==> src/sv/dadw_pkg.sv <==
// Shared types, constants and calendar helpers for the date advance block.
// Used by dadw_alu, dadw_seq and date_add_days_weekday_core; no dependencies.
`timescale 1ns / 1ps

package dadw_pkg;

    // Default upper year limit
    localparam int unsigned MAX_YEAR_DEF = 9999;

    // Field widths
    localparam int DAY_W   = 5;
    localparam int MONTH_W = 4;
    localparam int YEAR_W  = 14;
    localparam int NDAYS_W = 20;
    localparam int WD_W    = 3;
    localparam int YMOD_W  = 9;

    // Day-offset accumulator: day of year plus the largest day count
    localparam int ACC_W = 21;

    // Calendar constants
    localparam logic [ACC_W-1:0]   DAYS_400Y   = 21'd146097;
    localparam logic [ACC_W-1:0]   YEARS_CYCLE = 21'd400;
    localparam logic [ACC_W-1:0]   DAYS_YEAR   = 21'd365;
    localparam logic [ACC_W-1:0]   DAYS_LEAP   = 21'd366;
    localparam logic [YMOD_W-1:0]  YMOD_LAST   = 9'd399;
    localparam logic [MONTH_W-1:0] MONTH_FIRST = 4'd1;
    localparam logic [MONTH_W-1:0] MONTH_LAST  = 4'd12;
    localparam logic [DAY_W-1:0]   DAY_LAST    = 5'd31;

    // Sequencer states
    typedef enum logic [3:0] {
        ST_IDLE,
        ST_MOD,
        ST_CHECK,
        ST_DOY,
        ST_ADDN,
        ST_Y400,
        ST_Y1,
        ST_MON,
        ST_FIN
    } t_state;

    // Shared unit operations
    typedef enum logic {
        ALU_ADD,
        ALU_SUB
    } t_alu_op;

    // Sequencer to datapath
    typedef struct packed {
        t_state st;
        logic   in_ready;
        logic   load_out;
    } t_ctrl;

    // Datapath to sequencer
    typedef struct packed {
        logic ge;
        logic invalid;
        logic k_lt_m;
        logic k_lt_12;
        logic y_over;
        logic out_free;
    } t_stat;

    // Gregorian leap rule on the year modulo 400
    function automatic logic is_leap(input logic [YMOD_W-1:0] ymod);
        return (ymod[1:0] == 2'b00) && (ymod != 9'd100) && (ymod != 9'd200)
            && (ymod != 9'd300);
    endfunction

    // Month length; meaningless month codes fall to the default arm
    function automatic logic [DAY_W-1:0] month_days(input logic [MONTH_W-1:0] m,
                                                     input logic leap);
        logic [DAY_W-1:0] len;
        unique case (m) inside
            4'd2:                   len = leap ? 5'd29 : 5'd28;
            4'd4, 4'd6, 4'd9, 4'd11: len = 5'd30;
            default:                len = 5'd31;
        endcase
        return len;
    endfunction

    // Remainder by 7 of a narrow value: fold octal digits, then one correction
    function automatic logic [WD_W-1:0] mod7(input logic [9:0] v);
        logic [4:0] s1;
        logic [3:0] s2;
        s1 = 5'(v[2:0]) + 5'(v[5:3]) + 5'(v[8:6]) + 5'(v[9]);
        s2 = 4'(s1[2:0]) + 4'(s1[4:3]);
        if (s2 >= 4'd7) begin
            s2 = s2 - 4'd7;
        end
        return s2[2:0];
    endfunction

    // Weekday of 1 January, given (year - 1) modulo 400; 0 is Sunday
    function automatic logic [WD_W-1:0] jan1_wd(input logic [YMOD_W-1:0] q);
        logic [1:0] c;
        logic [9:0] v;
        if (q >= 9'd300) begin
            c = 2'd3;
        end else if (q >= 9'd200) begin
            c = 2'd2;
        end else if (q >= 9'd100) begin
            c = 2'd1;
        end else begin
            c = 2'd0;
        end
        v = 10'(q) + 10'(q[8:2]) - 10'(c) + 10'd1;
        return mod7(v);
    endfunction

endpackage

==> src/sv/date_add_days_weekday_core.sv <==
// Top level of the Gregorian date advance block with weekday.
// Depends on dadw_pkg, dadw_alu and dadw_seq.
`timescale 1ns / 1ps
//
//  Channel  | Handshake                  | Payload
//  ---------+----------------------------+------------------------------------------
//  input    | i_in_valid / o_in_ready    | start_day, start_month, start_year,
//           |                            | days_to_add
//  output   | o_out_valid / i_out_ready  | end_day, end_month, end_year, weekday,
//           |                            | date_invalid, year_overflow
//
//  A transaction steps the shared adder through its loops in turn: year modulo
//  400, day of year, 400-year strides, single years and months.
//  Input is taken only when the sequencer is idle; a finished result sits in the
//  output register so the next transaction can be taken while it waits.
//  A stalled output holds the sequencer in its final state until the register frees.
//  Reset is synchronous, active low, and clears the sequencer, the invalid and overflow flags and output valid.

module date_add_days_weekday_core #(
    parameter int unsigned MAX_YEAR = dadw_pkg::MAX_YEAR_DEF
) (
    input  logic                           i_clk,
    input  logic                           i_rst_n,
    input  logic                           i_in_valid,
    output logic                           o_in_ready,
    input  logic [dadw_pkg::DAY_W-1:0]     i_start_day,
    input  logic [dadw_pkg::MONTH_W-1:0]   i_start_month,
    input  logic [dadw_pkg::YEAR_W-1:0]    i_start_year,
    input  logic [dadw_pkg::NDAYS_W-1:0]   i_days_to_add,
    output logic                           o_out_valid,
    input  logic                           i_out_ready,
    output logic [dadw_pkg::DAY_W-1:0]     o_end_day,
    output logic [dadw_pkg::MONTH_W-1:0]   o_end_month,
    output logic [dadw_pkg::YEAR_W-1:0]    o_end_year,
    output logic [dadw_pkg::WD_W-1:0]      o_weekday,
    output logic                           o_date_invalid,
    output logic                           o_year_overflow
);
    import dadw_pkg::*;

    // Working year width: the year may run up to one 400-year stride past the limit
    localparam int YW_MIN = $clog2(MAX_YEAR + 401);
    localparam int YW     = (YW_MIN > YEAR_W) ? YW_MIN : YEAR_W;

    localparam logic [YW-1:0]     MaxY    = YW'(MAX_YEAR);
    localparam logic [YEAR_W-1:0] SatYear = YEAR_W'(MAX_YEAR);
    localparam logic [WD_W-1:0]   WdSat   =
        mod7(10'(jan1_wd(YMOD_W'(MAX_YEAR % 400))) + 10'd6);

    t_ctrl w_ctrl;
    t_stat w_stat;

    // Transaction registers
    logic [DAY_W-1:0]   r_start_day;
    logic [MONTH_W-1:0] r_start_month;
    logic [YEAR_W-1:0]  r_start_year;
    logic [NDAYS_W-1:0] r_days;

    // Working registers
    logic [ACC_W-1:0]   r_acc;
    logic [YMOD_W-1:0]  r_ymod;
    logic [YW-1:0]      r_year;
    logic [MONTH_W-1:0] r_k;
    logic [WD_W-1:0]    r_wd;
    logic               r_inval;
    logic               r_ovf;

    // Output register
    logic               r_out_valid;
    logic [DAY_W-1:0]   r_out_day;
    logic [MONTH_W-1:0] r_out_month;
    logic [YEAR_W-1:0]  r_out_year;
    logic [WD_W-1:0]    r_out_wd;
    logic               r_out_inval;
    logic               r_out_ovf;

    // Shared unit signals
    t_alu_op          w_op;
    logic [ACC_W-1:0] w_b;
    logic [ACC_W-1:0] w_res;
    logic             w_ge;

    // Calendar decode
    logic             w_leap;
    logic [DAY_W-1:0] w_dim;
    logic [DAY_W-1:0] w_dim_in;
    logic [ACC_W-1:0] w_ylen;
    logic [YMOD_W-1:0] w_pmod;
    logic             w_invalid;

    assign w_leap   = is_leap(r_ymod);
    assign w_dim    = month_days(r_k, w_leap);
    assign w_dim_in = month_days(r_start_month, w_leap);
    assign w_ylen   = w_leap ? DAYS_LEAP : DAYS_YEAR;
    assign w_pmod   = (r_ymod == '0) ? YMOD_LAST : r_ymod - 9'd1;

    // Start date check against its month length and the year range
    assign w_invalid = (r_start_month == '0) || (r_start_month > MONTH_LAST)
        || (r_start_year == '0) || (YW'(r_start_year) > MaxY)
        || (r_start_day == '0) || (r_start_day > w_dim_in);

    // Operand selection for the shared unit
    always_comb begin
        w_op = ALU_ADD;
        w_b  = '0;
        case (w_ctrl.st)
            ST_MOD:  begin w_op = ALU_SUB; w_b = YEARS_CYCLE;    end
            ST_DOY:  begin w_op = ALU_ADD; w_b = ACC_W'(w_dim);  end
            ST_ADDN: begin w_op = ALU_ADD; w_b = ACC_W'(r_days); end
            ST_Y400: begin w_op = ALU_SUB; w_b = DAYS_400Y;      end
            ST_Y1:   begin w_op = ALU_SUB; w_b = w_ylen;         end
            ST_MON:  begin w_op = ALU_SUB; w_b = ACC_W'(w_dim);  end
            default: begin w_op = ALU_ADD; w_b = '0;             end
        endcase
    end

    dadw_alu u_alu (
        .i_op  (w_op),
        .i_a   (r_acc),
        .i_b   (w_b),
        .o_res (w_res),
        .o_ge  (w_ge)
    );

    // Status back to the sequencer
    always_comb begin
        w_stat.ge       = w_ge;
        w_stat.invalid  = w_invalid;
        w_stat.k_lt_m   = (r_k < r_start_month);
        w_stat.k_lt_12  = (r_k < MONTH_LAST);
        w_stat.y_over   = (r_year > MaxY);
        w_stat.out_free = !r_out_valid || i_out_ready;
    end

    dadw_seq u_seq (
        .i_clk      (i_clk),
        .i_rst_n    (i_rst_n),
        .i_in_valid (i_in_valid),
        .i_stat     (w_stat),
        .o_ctrl     (w_ctrl)
    );

    assign o_in_ready = w_ctrl.in_ready;

    // Flags: clear on a new transaction, set by the check and the year walks
    always_ff @(posedge i_clk) begin
        if (!i_rst_n) begin
            r_inval <= 1'b0;
            r_ovf   <= 1'b0;
        end else begin
            case (w_ctrl.st)
                ST_IDLE:  if (i_in_valid) begin r_inval <= 1'b0; r_ovf <= 1'b0; end
                ST_CHECK: if (w_invalid) r_inval <= 1'b1;
                ST_Y400,
                ST_Y1:    if (w_stat.y_over) r_ovf <= 1'b1;
                default:  ;
            endcase
        end
    end

    // Datapath: one step of the shared unit per cycle
    always_ff @(posedge i_clk) begin
        case (w_ctrl.st)
            ST_IDLE: begin
                if (i_in_valid) begin
                    r_start_day   <= i_start_day;
                    r_start_month <= i_start_month;
                    r_start_year  <= i_start_year;
                    r_days        <= i_days_to_add;
                    r_acc         <= ACC_W'(i_start_year);
                end
            end
            // Reduce the start year modulo 400
            ST_MOD: begin
                if (w_ge) begin
                    r_acc <= w_res;
                end else begin
                    r_ymod <= r_acc[YMOD_W-1:0];
                end
            end
            // Seed the day offset, month walk and weekday of 1 January
            ST_CHECK: begin
                if (!w_invalid) begin
                    r_acc  <= ACC_W'(r_start_day) - ACC_W'(1);
                    r_k    <= MONTH_FIRST;
                    r_year <= YW'(r_start_year);
                    r_wd   <= jan1_wd(w_pmod);
                end
            end
            // Add the lengths of the months before the start month
            ST_DOY: begin
                if (w_stat.k_lt_m) begin
                    r_acc <= w_res;
                    r_k   <= r_k + 4'd1;
                end
            end
            ST_ADDN: begin
                r_acc <= w_res;
            end
            // Stride 400 years at a time; the weekday repeats every stride
            ST_Y400: begin
                if (!w_stat.y_over && w_ge) begin
                    r_acc  <= w_res;
                    r_year <= r_year + YW'(400);
                end
            end
            // Advance one year at a time
            ST_Y1: begin
                if (!w_stat.y_over) begin
                    if (w_ge) begin
                        r_acc  <= w_res;
                        r_year <= r_year + YW'(1);
                        r_ymod <= (r_ymod == YMOD_LAST) ? '0 : r_ymod + 9'd1;
                        r_wd   <= mod7(10'(r_wd) + (w_leap ? 10'd2 : 10'd1));
                    end else begin
                        r_k <= MONTH_FIRST;
                    end
                end
            end
            // Advance month by month, then add the day offset within the month to the weekday
            ST_MON: begin
                if (w_stat.k_lt_12 && w_ge) begin
                    r_acc <= w_res;
                    r_k   <= r_k + 4'd1;
                    r_wd  <= mod7(10'(r_wd) + 10'(mod7(10'(w_dim))));
                end else begin
                    r_wd <= mod7(10'(r_wd) + 10'(mod7(10'(r_acc[DAY_W-1:0]))));
                end
            end
            default: ;
        endcase
    end

    // Output valid
    always_ff @(posedge i_clk) begin
        if (!i_rst_n) begin
            r_out_valid <= 1'b0;
        end else if (w_ctrl.load_out) begin
            r_out_valid <= 1'b1;
        end else if (i_out_ready) begin
            r_out_valid <= 1'b0;
        end
    end

    // Output payload
    always_ff @(posedge i_clk) begin
        if (w_ctrl.load_out) begin
            r_out_inval <= r_inval;
            r_out_ovf   <= r_ovf;
            if (r_inval) begin
                r_out_day   <= r_start_day;
                r_out_month <= r_start_month;
                r_out_year  <= r_start_year;
                r_out_wd    <= '0;
            end else if (r_ovf) begin
                r_out_day   <= DAY_LAST;
                r_out_month <= MONTH_LAST;
                r_out_year  <= SatYear;
                r_out_wd    <= WdSat;
            end else begin
                r_out_day   <= r_acc[DAY_W-1:0] + 5'd1;
                r_out_month <= r_k;
                r_out_year  <= r_year[YEAR_W-1:0];
                r_out_wd    <= r_wd;
            end
        end
    end

    assign o_out_valid     = r_out_valid;
    assign o_end_day       = r_out_day;
    assign o_end_month     = r_out_month;
    assign o_end_year      = r_out_year;
    assign o_weekday       = r_out_wd;
    assign o_date_invalid  = r_out_inval;
    assign o_year_overflow = r_out_ovf;

    // Invalid start and year saturation exclude each other
    a_flags_exclusive: assert property (@(posedge i_clk) disable iff (!i_rst_n)
        !(r_inval && r_ovf))
        else $error("invalid and overflow flags both set");

    // An accepted transaction keeps the input closed on the next cycle
    a_busy_after_accept: assert property (@(posedge i_clk) disable iff (!i_rst_n)
        (i_in_valid && o_in_ready) |=> !o_in_ready)
        else $error("input still ready after accepting a transaction");

    // A delivered weekday lies in Sunday..Saturday
    a_weekday_range: assert property (@(posedge i_clk) disable iff (!i_rst_n)
        o_out_valid |-> (o_weekday <= 3'd6))
        else $error("weekday out of range");

    // A computed date has a real month and day
    a_date_range: assert property (@(posedge i_clk) disable iff (!i_rst_n)
        (o_out_valid && !o_date_invalid) |->
            (o_end_month >= 4'd1) && (o_end_month <= 4'd12) && (o_end_day >= 5'd1))
        else $error("computed date out of range");

endmodule

==> src/sv/dadw_alu.sv <==
// Shared add/subtract unit with compare for the date advance block.
// Depends on dadw_pkg.
`timescale 1ns / 1ps

module dadw_alu (
    input  dadw_pkg::t_alu_op             i_op,
    input  logic [dadw_pkg::ACC_W-1:0]    i_a,
    input  logic [dadw_pkg::ACC_W-1:0]    i_b,
    output logic [dadw_pkg::ACC_W-1:0]    o_res,
    output logic                          o_ge
);
    import dadw_pkg::*;

    localparam int SUM_W = ACC_W + 1;

    logic [ACC_W-1:0] w_b;
    logic [SUM_W-1:0] w_sum;

    // Invert the operand and add one for subtraction
    assign w_b   = (i_op == ALU_SUB) ? ~i_b : i_b;
    assign w_sum = {1'b0, i_a} + {1'b0, w_b} + SUM_W'(i_op == ALU_SUB);

    // Carry out of the subtraction means a >= b
    assign o_res = w_sum[ACC_W-1:0];
    assign o_ge  = w_sum[ACC_W];

endmodule

==> src/sv/dadw_seq.sv <==
// Sequencer for the date advance block: steps the shared unit through the year
// reduction, validation, day of year, day addition, year and month walks. Depends on dadw_pkg.
`timescale 1ns / 1ps

module dadw_seq (
    input  logic            i_clk,
    input  logic            i_rst_n,
    input  logic            i_in_valid,
    input  dadw_pkg::t_stat i_stat,
    output dadw_pkg::t_ctrl o_ctrl
);
    import dadw_pkg::*;

    t_state r_state;
    t_state n_state;

    // State register
    always_ff @(posedge i_clk) begin
        if (!i_rst_n) begin
            r_state <= ST_IDLE;
        end else begin
            r_state <= n_state;
        end
    end

    // Next state
    always_comb begin
        n_state = r_state;
        unique case (r_state)
            ST_IDLE:  if (i_in_valid) n_state = ST_MOD;
            ST_MOD:   if (!i_stat.ge) n_state = ST_CHECK;
            ST_CHECK: n_state = i_stat.invalid ? ST_FIN : ST_DOY;
            ST_DOY:   if (!i_stat.k_lt_m) n_state = ST_ADDN;
            ST_ADDN:  n_state = ST_Y400;
            ST_Y400: begin
                if (i_stat.y_over) begin
                    n_state = ST_FIN;
                end else if (!i_stat.ge) begin
                    n_state = ST_Y1;
                end
            end
            ST_Y1: begin
                if (i_stat.y_over) begin
                    n_state = ST_FIN;
                end else if (!i_stat.ge) begin
                    n_state = ST_MON;
                end
            end
            ST_MON:   if (!(i_stat.k_lt_12 && i_stat.ge)) n_state = ST_FIN;
            ST_FIN:   if (i_stat.out_free) n_state = ST_IDLE;
            default:  n_state = ST_IDLE;
        endcase
    end

    // Outputs
    always_comb begin
        o_ctrl.st       = r_state;
        o_ctrl.in_ready = (r_state == ST_IDLE);
        o_ctrl.load_out = (r_state == ST_FIN) && i_stat.out_free;
    end

endmodule
==> config.mk <==
export PLATFORM = sky130hd
export DESIGN_NAME = date_add_days_weekday_core
export DESIGN_NICKNAME = d
export VERILOG_FILES = /design/src/sv/dadw_pkg.sv /design/src/sv/date_add_days_weekday_core.sv /design/src/sv/dadw_alu.sv /design/src/sv/dadw_seq.sv
export SDC_FILE = /design/constraint.sdc
export NUM_CORES = 1
export LEC_CHECK = 0
export CORE_ASPECT_RATIO = 1.25
export CORE_UTILIZATION = 65
export DETAILED_ROUTE_END_ITERATION = 8
export DONT_BUFFER_PORTS = 1
export HOLD_SLACK_MARGIN = 0.15
export PLACE_DENSITY_LB_ADDON = 0.12
export SYNTH_ARGS = -nofsm -noshare
export SYNTH_HDL_FRONTEND = slang
export SYNTH_SLANG_ARGS = --single-unit
==> constraint.sdc <==
create_clock -name i_clk -period 10.2 [get_ports i_clk]
set_input_delay 0 -clock i_clk [delete_from_list [all_inputs] [get_ports i_clk]]
set_output_delay 0 -clock i_clk [all_outputs]
set_load 0.005 [all_outputs]
==> run_results.csv <==
group,metric,value,unit
sta,hold_slack,190,ps
synthesis,synth_top_flop_cell,"edfxtp_1",
sta,post-route-period-util,76.6,%
die,die_h,138,µm
synthesis,yosysSeqAreaShare,39.6,%
finish,layout.nets,1190,
detailed_routing,wl_per_cell,20.6,µm
die,pin_count,77,
setup_path,worstPathRequired,10360,ps
cts,cts_tree,"built",
grt,antenna_found_initial,0,
die,dieArea,15300,µm²
synthesis,ys_types,78,
cts,clk_latency,440,ps
detailed_routing,drcViolationCount,0,
synthesis,syn-num-nets,1161,
setup_path,crit_fanout,7,
sta,hold_viol,0,
finish,drive_gt1_share,6.50,%
synthesis,synth_edf_count,122,
hold_path,hp-start,"i_start_month[3]",
detailed_routing,routed_wl,25500,µm
cts,numCtsBuffers,17,
synthesis,synth.ff_latch_count,129,
status,outcome,"finished, final reports clean",
hold_path,hold_path_class,"primary input to flip-flop",
placement,gp_congestion,0.943,
setup_path,cp-start-kind,"flip-flop",
finish,area_growth,12.2,%
finish,antenna_cells,0,
cts,cts.clk_slew.worst_paths,60,ps
die,core_area,14400,µm²
cts,clock_sinks,129,
cts,htreeDepth,4,
synthesis,ys.warnings.count,0,
sta,tightest_slew,1070,ps
die,rows,49,
setup_path,timing.rr.start,"r_ymod[8]",
sta,finalClockSkew,9.49,ps
grt,grt_max_degree,44,
detailed_routing,antenna_left,0,
sta,setup_violations,0,
setup_path,critical_path_arrival,7980,ps
sta,slew_headroom,28.1,%
sta,layout_min_cycle_time,7810,ps
job,maxCapViolCount,0,
sta,slew_viol_final,0,
detailed_routing,via_per_inst,6.52,
cts,clockRootBuffer,"clkbuf_16",
grt,grt.total_usage,34.0,%
grt,grt_pass1_wl,39800,µm
sta,setup_ws,2390,ps
grt,grt.overflow.total,0,
synthesis,netlist_instances,1020,
synthesis,syn_area,9600,µm²
setup_path,crit_path_end_kind,"flip-flop",
placement,place_ws,2560,ps
setup_path,critPathMaxStageDelay,600,ps
detailed_routing,dr.pass1.iters,6,
sta,fin_setup_tns,0,ps
detailed_routing,num_vias,8079,
synthesis,postSynthAreaPerCell,9.41,µm²
detailed_routing,drtIter0Drc,708,
placement,dp_hpwl,18000,µm
setup_path,crit_start,"r_ymod[8]",
cts,clockBufferDepth,2,
sta,max_freq,0.128,GHz
cts,cts_setup_buffers,0,
sta,rsz0062_at_grt,"false",
die,initial_core_util,66.7,%
setup_path,worstSetupPathType,"flip-flop to flip-flop",
placement,io_buffers,0,
setup_path,slowest_stage,"or4_1",
grt,grt_pass1_vias,7686,
synthesis,synthArstFlopShare,0,%
die,die-width,111,µm
==> cells by family (layout without fill, tap and decap cells) <==
| family | count (synthesis) | count (layout) | share of synthesized area, % |
|---|---|---|---|
| xor+xnor | 76 | 76 | 6.93 |
| compound gates | 282 | 282 | 18.6 |
| fa+ha+maj | 94 | 94 | 13.2 |
| other cells | 1 | 1 | 0.0391 |
| mux | 9 | 9 | 0.951 |
| flops | 129 | 129 | 39.6 |
| simple gates | 328 | 328 | 16.5 |
| buf+inv | 101 | 143 | 4.17 |
==> per-layer routing <==
layer	vias to the layer above	track usage, %	routed length [µm]
li1	3788	-	-
met1	3826	40.1	9890
met2	388	59.8	12900
met3	77	6.42	1680
met4	0	17.5	1030
met5	-	0	0
==> flip-flops by register name, summed over array words and instances, names as in the netlist, 3 cells and up <==
signal	count
o_end_day	5
r_start_day	5
r_start_month	4
r_wd	3
o_end_month	4
o_weekday	3
r_k	4
r_ymod	9
r_start_year	14
r_year	14
r_days	20
r_acc	21
u_seq.r_state	4
o_end_year	14
==> path summary, 6_finish.rpt <==
check	endpoint	slack (ps)	cells past startpoint
hold reg to reg	o_end_year[0]	620	2
hold / removal	r_start_month[3]	190	1
setup / recovery	r_wd[1]	2390	31
setup reg to reg	r_wd[1]	2390	31
==> stage by stage <==
step / cell area, µm² / utilization, % / std cells
final: 10800 / 74.8 / 1240
after global placement: 9710 / 67.4 / 1161
after global routing: 10800 / 74.8 / 1240
after detailed placement: 9710 / 67.4 / 1161
after floorplan: 9600 / - / 1020
after CTS: 10800 / 74.8 / 1240
==> cell type report <==
class,count,area [µm²]
clock inverters,15,169
multi-input cells,790,5410
flip-flops and latches,129,3800
clock buffers,17,425
inverters,55,206
well taps,178,223
fillers,998,3630
repair buffers,56,538
==> synth_stat cells, types with 5 or more instances <==
library cell	instances	share of area, %
a21o_1	19	1.5
a21oi_1	84	4.4
a22o_1	11	1.0
a22oi_1	11	0.86
a31oi_1	7	0.46
and2_1	7	0.46
and3_1	13	0.85
buf_2	8	0.42
clkbuf_1	32	1.3
dfxtp_1	7	1.5
edfxtp_1	122	38
fa_1	12	2.5
ha_1	82	11
inv_1	52	2.0
mux2i_1	8	0.83
nand2_1	93	3.6
nand2b_1	10	0.65
nand3_1	31	1.6
nand4_1	16	1.0
nor2_1	83	3.2
nor2b_1	20	1.3
nor3_1	23	1.2
nor3b_1	5	0.39
nor4_1	5	0.33
o211ai_1	6	0.47
o21ai_0	76	4.0
o22ai_1	10	0.65
o31ai_1	5	0.39
or2_2	7	0.46
xnor2_1	41	3.7
xor2_1	35	3.2
==> cell usage in the layout, fill, tap and decap left out, types with 11 or more instances in the layout <==
| cell | Yosys | layout |
|---|---|---|
| edfxtp_1 | 122 | 122 |
| nand2_1 | 93 | 93 |
| a21oi_1 | 84 | 84 |
| nor2_1 | 83 | 82 |
| ha_1 | 82 | 82 |
| o21ai_0 | 76 | 76 |
| inv_1 | 52 | 51 |
| dlygate4sd3_1 | 0 | 47 |
| xnor2_1 | 41 | 41 |
| xor2_1 | 35 | 35 |
| nand3_1 | 31 | 31 |
| nor3_1 | 23 | 21 |
| nor2b_1 | 20 | 20 |
| a21o_1 | 19 | 19 |
| clkbuf_16 | 0 | 17 |
| nand4_1 | 16 | 16 |
| and3_1 | 13 | 13 |
| fa_1 | 12 | 12 |
| a22oi_1 | 11 | 11 |
| a22o_1 | 11 | 11 |
==> worst max-delay path, delay by kind of cell (launching register included) <==
| family | cells | cell delay (ps) |
|---|---|---|
| and+or+nand+nor | 8 | 1830 |
| xor gates and xnor gates | 2 | 290 |
| DFF | 1 | 500 |
| adders and majority gates | 7 | 2560 |
| muxes | 1 | 230 |
| buffers and inverters | 3 | 170 |
| AOI/OAI and AO/OA | 10 | 1950 |
==> repair_timing <==
action	4_1_cts	5_1_grt
resized for setup	0	0
hold buffers	47	0
hold endpoints to repair	74	0
Power is left out: the tool's default activity adds up to more than one toggle a clock period on the data nets, which glitch-free logic cannot reach.
